`src/sv/wcft_pkg.sv`:
```
`default_nettype none
package wcft_pkg;

  // Operation codes carried in the input transaction.
  localparam logic OP_INSERT = 1'b0;
  localparam logic OP_CHECK  = 1'b1;

  // Protocol kinds.
  localparam logic KIND_TCP = 1'b0;
  localparam logic KIND_UDP = 1'b1;

  // Insert status codes.
  localparam logic [1:0] ST_ADDED = 2'd0;
  localparam logic [1:0] ST_DUP   = 2'd1;
  localparam logic [1:0] ST_FULL  = 2'd2;

  // Configuration register indexes.
  localparam int unsigned CFG_IDX_W = 1;
  localparam logic [CFG_IDX_W-1:0] REG_WILD_ADDR = 1'b0;
  localparam logic [CFG_IDX_W-1:0] REG_WILD_PORT = 1'b1;
  localparam int unsigned CFG_DATA_W = 32;

  typedef struct packed {
    logic        operation;
    logic        proto_kind;
    logic [31:0] source_addr;
    logic [15:0] source_port;
    logic [31:0] dest_addr;
    logic [15:0] dest_port;
  } in_t;

  typedef struct packed {
    logic [1:0] insert_status;
    logic       matched;
  } out_t;

  // One stage of the comparison chain: token, accumulated hit and the item.
  typedef struct packed {
    logic vld;
    logic hit;
    in_t  item;
  } chain_t;

  // Per-cell control from the top level.
  typedef struct packed {
    logic active;
    logic wr_en;
  } cell_ctl_t;

endpackage
`default_nettype wire

```
`src/sv/wcft_cell.sv`:
```
`default_nettype none
module wcft_cell (
  input  wire                      clk,
  input  wire                      rst_n,
  input  wcft_pkg::chain_t         chain_i,
  output wcft_pkg::chain_t         chain_o,
  input  wcft_pkg::cell_ctl_t      ctl,
  input  wcft_pkg::in_t            wr_item,
  input  wire               [31:0] wild_addr,
  input  wire               [15:0] wild_port
);
  import wcft_pkg::*;

  logic        kind_r;
  logic [31:0] saddr_r;
  logic [15:0] sport_r;
  logic [31:0] daddr_r;
  logic [15:0] dport_r;

  logic   vld_r, vld_nxt;
  logic   hit_r, hit_nxt;
  in_t    item_r;

  logic exact;
  logic src_ok;
  logic dst_ok;
  logic wild_hit;
  logic cell_hit;

  always_comb begin
    exact = (kind_r == chain_i.item.proto_kind) &&
            (saddr_r == chain_i.item.source_addr) &&
            (sport_r == chain_i.item.source_port) &&
            (daddr_r == chain_i.item.dest_addr) &&
            (dport_r == chain_i.item.dest_port);
    src_ok = ((saddr_r == wild_addr) || (saddr_r == chain_i.item.source_addr)) &&
             ((sport_r == wild_port) || (sport_r == chain_i.item.source_port));
    dst_ok = ((daddr_r == wild_addr) || (daddr_r == chain_i.item.dest_addr)) &&
             ((dport_r == wild_port) || (dport_r == chain_i.item.dest_port));
    // In a check, UDP records only look at the source side.
    wild_hit = (kind_r == chain_i.item.proto_kind) && src_ok &&
               ((chain_i.item.proto_kind == KIND_UDP) || dst_ok);
    cell_hit = ctl.active &&
               ((chain_i.item.operation == OP_INSERT) ? exact : wild_hit);
    vld_nxt  = chain_i.vld;
    hit_nxt  = chain_i.hit || cell_hit;
  end

  always_ff @(posedge clk) begin
    if (!rst_n) begin
      vld_r <= 1'b0;
    end else begin
      vld_r <= vld_nxt;
    end
  end

  always_ff @(posedge clk) begin
    hit_r  <= hit_nxt;
    item_r <= chain_i.item;
  end

  always_ff @(posedge clk) begin
    if (ctl.wr_en) begin
      kind_r  <= wr_item.proto_kind;
      saddr_r <= wr_item.source_addr;
      sport_r <= wr_item.source_port;
      daddr_r <= wr_item.dest_addr;
      dport_r <= wr_item.dest_port;
    end
  end

  assign chain_o.vld  = vld_r;
  assign chain_o.hit  = hit_r;
  assign chain_o.item = item_r;

endmodule
`default_nettype wire

```
`src/sv/wildcard_connection_filter_table.sv`:
```
// Each item walks the row of rule cells one cell per cycle, and the next item
// waits for it to leave the row; the input is also held off while a finished
// result waits in the skid entry.
// Reset (synchronous, rst_n low) empties the table, clears both wildcard
// registers to zero and drops any transaction in flight.
`default_nettype none
module wildcard_connection_filter_table #(
  parameter int unsigned RULE_SLOTS = 16
) (
  input  wire                                      clk,
  input  wire                                      rst_n,
  input  wire                                      in_valid,
  output logic                                     in_stall,
  input  wcft_pkg::in_t                            in_data,
  output logic                                     out_valid,
  input  wire                                      out_stall,
  output wcft_pkg::out_t                           out_data,
  input  wire                                      cfg_we,
  input  wire       [wcft_pkg::CFG_IDX_W-1:0]      cfg_index,
  input  wire       [wcft_pkg::CFG_DATA_W-1:0]     cfg_wdata
);
  import wcft_pkg::*;

  localparam int unsigned CW = $clog2(RULE_SLOTS + 1);

  // Wildcard registers. On a check, a rule field equal to these values matches anything.
  logic [31:0] wild_addr_r;
  logic [15:0] wild_port_r;

  always_ff @(posedge clk) begin
    if (!rst_n) begin
      wild_addr_r <= '0;
      wild_port_r <= '0;
    end else if (cfg_we) begin
      unique case (cfg_index)
        REG_WILD_ADDR: wild_addr_r <= cfg_wdata[31:0];
        REG_WILD_PORT: wild_port_r <= cfg_wdata[15:0];
        default: ;
      endcase
    end
  end

  // Control state: number of stored rules, and a busy flag that holds the
  // input off while a transaction is travelling down the cell row.
  logic [CW-1:0] count_r, count_nxt;
  logic          busy_r, busy_nxt;
  logic          accept;

  // Result path: output register plus one skid entry, so a finished result
  // can wait on a stalled consumer without being lost.
  logic out_valid_r, out_valid_nxt;
  out_t out_data_r, out_data_nxt;
  logic skid_vld_r, skid_vld_nxt;
  out_t skid_r, skid_nxt;

  assign in_stall = busy_r || skid_vld_r;
  assign accept   = in_valid && !in_stall;

  // The row of rule cells. Stage 0 is fed by the input; each cell compares
  // its rule against the passing item and ORs its hit into the token.
  chain_t chain [RULE_SLOTS+1];
  chain_t chain_end;
  logic   wr_go;

  assign chain[0].vld  = accept;
  assign chain[0].hit  = 1'b0;
  assign chain[0].item = in_data;
  assign chain_end     = chain[RULE_SLOTS];

  for (genvar i = 0; i < RULE_SLOTS; i++) begin : g_cell
    cell_ctl_t ctl;
    // Only slots below the fill count take part; the slot at the fill count
    // is the one an accepted insert writes.
    assign ctl.active = (CW'(i) < count_r);
    assign ctl.wr_en  = wr_go && (CW'(i) == count_r);

    wcft_cell u_cell (
      .clk       (clk),
      .rst_n     (rst_n),
      .chain_i   (chain[i]),
      .chain_o   (chain[i+1]),
      .ctl       (ctl),
      .wr_item   (chain_end.item),
      .wild_addr (wild_addr_r),
      .wild_port (wild_port_r)
    );
  end

  // Result formed when the token leaves the last cell. Fullness is checked
  // before the duplicate search result, as an insert into a full table never
  // reports a duplicate.
  out_t res;
  logic full;

  always_comb begin
    full              = (count_r == CW'(RULE_SLOTS));
    res.insert_status = ST_ADDED;
    res.matched       = 1'b0;
    if (chain_end.item.operation == OP_INSERT) begin
      if (full) begin
        res.insert_status = ST_FULL;
      end else if (chain_end.hit) begin
        res.insert_status = ST_DUP;
      end
    end else begin
      res.matched = chain_end.hit;
    end
  end

  assign wr_go = chain_end.vld && (chain_end.item.operation == OP_INSERT) &&
                 (res.insert_status == ST_ADDED);

  always_comb begin
    count_nxt = count_r;
    busy_nxt  = busy_r;
    if (wr_go) begin
      count_nxt = count_r + CW'(1);
    end
    if (accept) begin
      busy_nxt = 1'b1;
    end else if (chain_end.vld) begin
      busy_nxt = 1'b0;
    end
  end

  logic out_free;

  always_comb begin
    out_free      = !out_valid_r || !out_stall;
    out_valid_nxt = out_valid_r;
    out_data_nxt  = out_data_r;
    skid_vld_nxt  = skid_vld_r;
    skid_nxt      = skid_r;
    if (skid_vld_r) begin
      // The input is held off while the skid entry is full, so no new
      // result can arrive here at the same time.
      if (out_free) begin
        out_valid_nxt = 1'b1;
        out_data_nxt  = skid_r;
        skid_vld_nxt  = 1'b0;
      end
    end else if (chain_end.vld) begin
      if (out_free) begin
        out_valid_nxt = 1'b1;
        out_data_nxt  = res;
      end else begin
        skid_vld_nxt = 1'b1;
        skid_nxt     = res;
      end
    end else if (out_valid_r && !out_stall) begin
      out_valid_nxt = 1'b0;
    end
  end

  always_ff @(posedge clk) begin
    if (!rst_n) begin
      count_r     <= '0;
      busy_r      <= 1'b0;
      out_valid_r <= 1'b0;
      skid_vld_r  <= 1'b0;
    end else begin
      count_r     <= count_nxt;
      busy_r      <= busy_nxt;
      out_valid_r <= out_valid_nxt;
      skid_vld_r  <= skid_vld_nxt;
    end
  end

  always_ff @(posedge clk) begin
    out_data_r <= out_data_nxt;
    skid_r     <= skid_nxt;
  end

  assign out_valid = out_valid_r;
  assign out_data  = out_data_r;

  // The fill count never passes the number of slots.
  a_count_bound: assert property (@(posedge clk) disable iff (!rst_n)
    count_r <= CW'(RULE_SLOTS))
    else $error("rule count exceeds slot count");

  // A token leaving the cell row belongs to the transaction in flight.
  a_token_busy: assert property (@(posedge clk) disable iff (!rst_n)
    chain_end.vld |-> busy_r)
    else $error("result token without a transaction in flight");

  // The skid entry is only used while the output register is occupied.
  a_skid_behind_out: assert property (@(posedge clk) disable iff (!rst_n)
    skid_vld_r |-> out_valid_r)
    else $error("skid entry full with empty output register");

endmodule
`default_nettype wire
```
`config.mk`:
```
export PLATFORM = sky130hd
export DESIGN_NAME = wildcard_connection_filter_table
export DESIGN_NICKNAME = d
export VERILOG_FILES = /design/src/sv/wcft_pkg.sv /design/src/sv/wcft_cell.sv /design/src/sv/wildcard_connection_filter_table.sv
export SDC_FILE = /design/constraint.sdc
export NUM_CORES = 2
export LEC_CHECK = 0
export BUFFER_PORTS_ARGS = -buffer_cell sky130_fd_sc_hd__buf_2
export CORE_MARGIN = 8
export CORE_UTILIZATION = 36
export CTS_CLUSTER_SIZE = 30
export DETAILED_ROUTE_END_ITERATION = 6
export GPL_ROUTABILITY_DRIVEN = 1
export HOLD_SLACK_MARGIN = 0.12
export PLACE_DENSITY = 0.58
export REMOVE_ABC_BUFFERS = 1
export SYNTH_ARGS = -nofsm -noshare
export SYNTH_HDL_FRONTEND = slang
export SYNTH_SLANG_ARGS = --single-unit
```
`constraint.sdc`:
```
create_clock -name clk -period 18.4 [get_ports clk]
set_clock_uncertainty 0.15 [all_clocks]
set_input_delay 0.92 -clock clk [delete_from_list [all_inputs] [get_ports clk]]
set_output_delay 0.92 -clock clk [all_outputs]
set_load 0.03 [all_outputs]
```
==> impl_metrics.env <==
export IMPL_outcome="finished with violations"
export IMPL_violations="max-capacitance violations, max-slew violations"
export IMPL_finalCritPeriodShare_pct=25.8
export IMPL_grt_overflow=0
export IMPL_dpl_cell_count=12300
export IMPL_setup_tns_ns=0
export IMPL_core_region_area_um2=323000
export IMPL_holdPathStages=0
export IMPL_antenna_found_initial=35
export IMPL_min_delay_start="g_cell[14].u_cell.chain_o[90]$_DFF_P_"
export IMPL_crit_required_ns=19.07
export IMPL_syn_avg_cell_area_um2=14.7
export IMPL_maxCapViolations=1
export IMPL_critical_path_class="register to register"
export IMPL_rsz0062_at_grt="no"
export IMPL_num_vias=66900
export IMPL_fin_cells=13000
export IMPL_routedWlPerCell_um=31.0
export IMPL_dieArea_um2=343000
export IMPL_rr_worst_depth=8
export IMPL_worst_pin_slew_ns=1.59
export IMPL_die_height_um=586
export IMPL_synth_edf_count=1558
export IMPL_grt_max_degree=66
export IMPL_die_w_um=586
export IMPL_ir_drop_mv=0.0877
export IMPL_worstSetupStartpointType="register"
export IMPL_reg2reg_from="wild_addr_r[11]$_SDFFE_PN0P_"
export IMPL_syn_inst=7933
export IMPL_fin_nets=8564
export IMPL_yosysWarnings=0
export IMPL_grt_use_total_pct=22.9
export IMPL_regToRegSetupSlack_ns=13.65
export IMPL_synth_ff_type="dfxtp_1"
export IMPL_synth_top_cell_by_area="edfxtp_1"
export IMPL_r2r_end="g_cell[4].u_cell.hit_r$_DFF_P_"
export IMPL_slew_violations=2
export IMPL_insertion_delay_ns=0.89
export IMPL_regArea_um2=80100
export IMPL_cts_sinks=3214
export IMPL_grt_pass1_wl_um=550000
export IMPL_cts_root_buf="clkbuf_16"
export IMPL_path_clk_slew_ns=0.06
export IMPL_cts_tree="built"
export IMPL_htreeDepth=5
export IMPL_synth_seq_area_share_pct=68.4
export IMPL_fp_row_count=209
export IMPL_async_reset_ff_share_pct=0
export IMPL_globalplace_congestion=0.918
export IMPL_portBuffers=140
export IMPL_hp_class="register to register"
export IMPL_yosys_top_cells_area="edfxtp_1 (40%), dfxtp_1 (28%), xnor2_1 (15%)"
export IMPL_whs_endpoint="g_cell[15].u_cell.chain_o[90]$_DFF_P_"
export IMPL_cts_setup_buffers=0
export IMPL_hpwl_um=285000
export IMPL_synth_top_area_share_pct=40.0
export IMPL_maxClockFrequency_mhz=210
export IMPL_ios=141
export IMPL_drt_iter0_drc=7933
export IMPL_fillCellCount=29400
export IMPL_crit_path_max_fanout=17
export IMPL_drt_pass1_iter_count=6
export IMPL_end_kind="register"
export IMPL_yosys_top_cells_count="xnor2_1 (2043), dfxtp_1 (1656), edfxtp_1 (1558), xor2_1 (1049), nand4_1 (548)"
export IMPL_viasPerCell=5.13
export IMPL_first_global_vias=67400
export IMPL_synth_area_um2=117000
export IMPL_synth_distinct_cells=54
export IMPL_max_clock_path_buffers=4
export IMPL_drive_above_1_share_pct=10.4
export IMPL_multi_input_area_um2=35700
export IMPL_finalWirelength_um=404000
export IMPL_cts_buffers=326
export IMPL_leakage_nw=46.0
export IMPL_synth_ff_latch_count=3214
export IMPL_hold_viol_final=0
export IMPL_fin_crit_ns=4.75
export IMPL_finalSetupViolations=0
export IMPL_synth_most_common_cell="xnor2_1"
export IMPL_area_growth_pct=15.7
export IMPL_drcViolationCount=0
export IMPL_power_density_nw_per_um2=114
export IMPL_initial_core_util_pct=36.1
export IMPL_ant_nets=0
export IMPL_slew_headroom_pct=-8.52
export IMPL_cp_data_arrival_time_ns=5.42
==> through the flow <==
stage	hold slack (ns)	worst slack, ns	utilization [%]	power, mW	cell area [µm²]
floorplan	0.199	9.74	-	8.27	115000
global placement	0.195	13.93	38.0	8.67	123000
detailed placement	0.198	13.90	38.0	8.67	123000
CTS	0.122	13.86	41.8	15.5	135000
global route	0.140	13.44	41.8	15.8	135000
finish	0.176	13.65	41.8	15.4	135000
==> cell type report <==
cell class                      instances  area share (%)
Antenna cell                           10          0.0185
Clock buffer                          474            7.04
Clock inverter                        127            1.18
Inverter                               12          0.0333
Multi-Input combinational cell       4491            26.4
Sequential cell                      3214            59.3
Tap cell                             4325            4.00
Timing Repair Buffer                  380            2.04
==> timing repair <==
| action | in CTS | in global routing |
|---|---|---|
| endpoints found under the hold margin | 99 | 0 |
| hold buffers | 99 | 0 |
| gates resized for setup | 0 | 0 |
==> worst max-delay path by stage <==
stage / startpoint / endpoint / slack, ns
after global placement: wild_addr_r[11]$_SDFFE_PN0P_ / g_cell[4].u_cell.hit_r$_DFF_P_ / 13.93
after floorplan: count_r[1]$_SDFFE_PN0P_ / g_cell[1].u_cell.daddr_r[0]$_DFFE_PP_ / 9.74
final: wild_addr_r[11]$_SDFFE_PN0P_ / g_cell[4].u_cell.hit_r$_DFF_P_ / 13.65
after CTS: count_r[1]$_SDFFE_PN0P_ / g_cell[11].u_cell.dport_r[14]$_DFFE_PP_ / 13.86
after detailed placement: count_r[1]$_SDFFE_PN0P_ / g_cell[11].u_cell.dport_r[11]$_DFFE_PP_ / 13.90
after global routing: count_r[1]$_SDFFE_PN0P_ / g_cell[11].u_cell.dport_r[8]$_DFFE_PP_ / 13.44
==> cells in the final DEF (no fill, tap or decap), drive strengths merged, types with 27 or more instances in the layout <==
cell,netlist,layout
clkbuf,37,474
nor3,29,29
dfxtp,1656,1656
o21ai,28,28
nand4,548,548
clkinv,0,76
bufinv,0,30
xor2,1049,1049
a21oi,27,27
nand2,147,147
nor2,32,32
xnor2,2043,2043
nand3,48,48
dlygate4sd3,0,99
and2,30,30
buf,179,281
inv,12,27
edfxtp,1558,1558
a21boi,50,50
nor4,369,369
==> layer usage <==
metal	global-route usage (%)	vias to the layer above	wire (µm)
met2	36.3	3191	183000
met1	30.9	34200	168000
met4	9.65	10	19800
met5	0	-	59
met3	4.06	765	33000
li1	-	28800	-
==> critical path, cell delays in order (launching register included) <==
cell and delay [ns]:
dfxtp_4 0.43, buf_4 0.50, buf_4 0.51, xnor2_1 0.17, nand4_1 0.12, nor4_1 0.57
a21oi_1 0.52, a2111oi_0 1.35, a31o_2 0.29
==> state kept, by name (all words and copies together) (netlist names), 32 cells and up <==
signal and count:
g_cell.u_cell.daddr_r 512, g_cell.u_cell.saddr_r 512, wild_addr_r 32, g_cell.u_cell.dport_r 256
g_cell.u_cell.chain_o 1568, g_cell.u_cell.sport_r 256
==> kinds of logic (layout without fill, tap and decap cells) <==
family	count (synthesis)	count (layout)	synth area share, %
flops	3214	3214	68.4
xor+xnor	3092	3092	23.2
fa+ha+maj	3	3	0.0321
compound gates	163	163	0.995
other cells	0	10	0
mux	2	2	0.0193
buf+inv	228	993	1.22
simple gates	1231	1231	6.15
==> power breakdown <==
part	switching (mW)	leakage (nW)	total (mW)	internal (mW)
sequential	0.317	28.0	8.00	7.68
clock	2.83	5.46	6.87	4.04
combinational	0.316	12.5	0.551	0.235
Power figures use the tool's default switching activity.
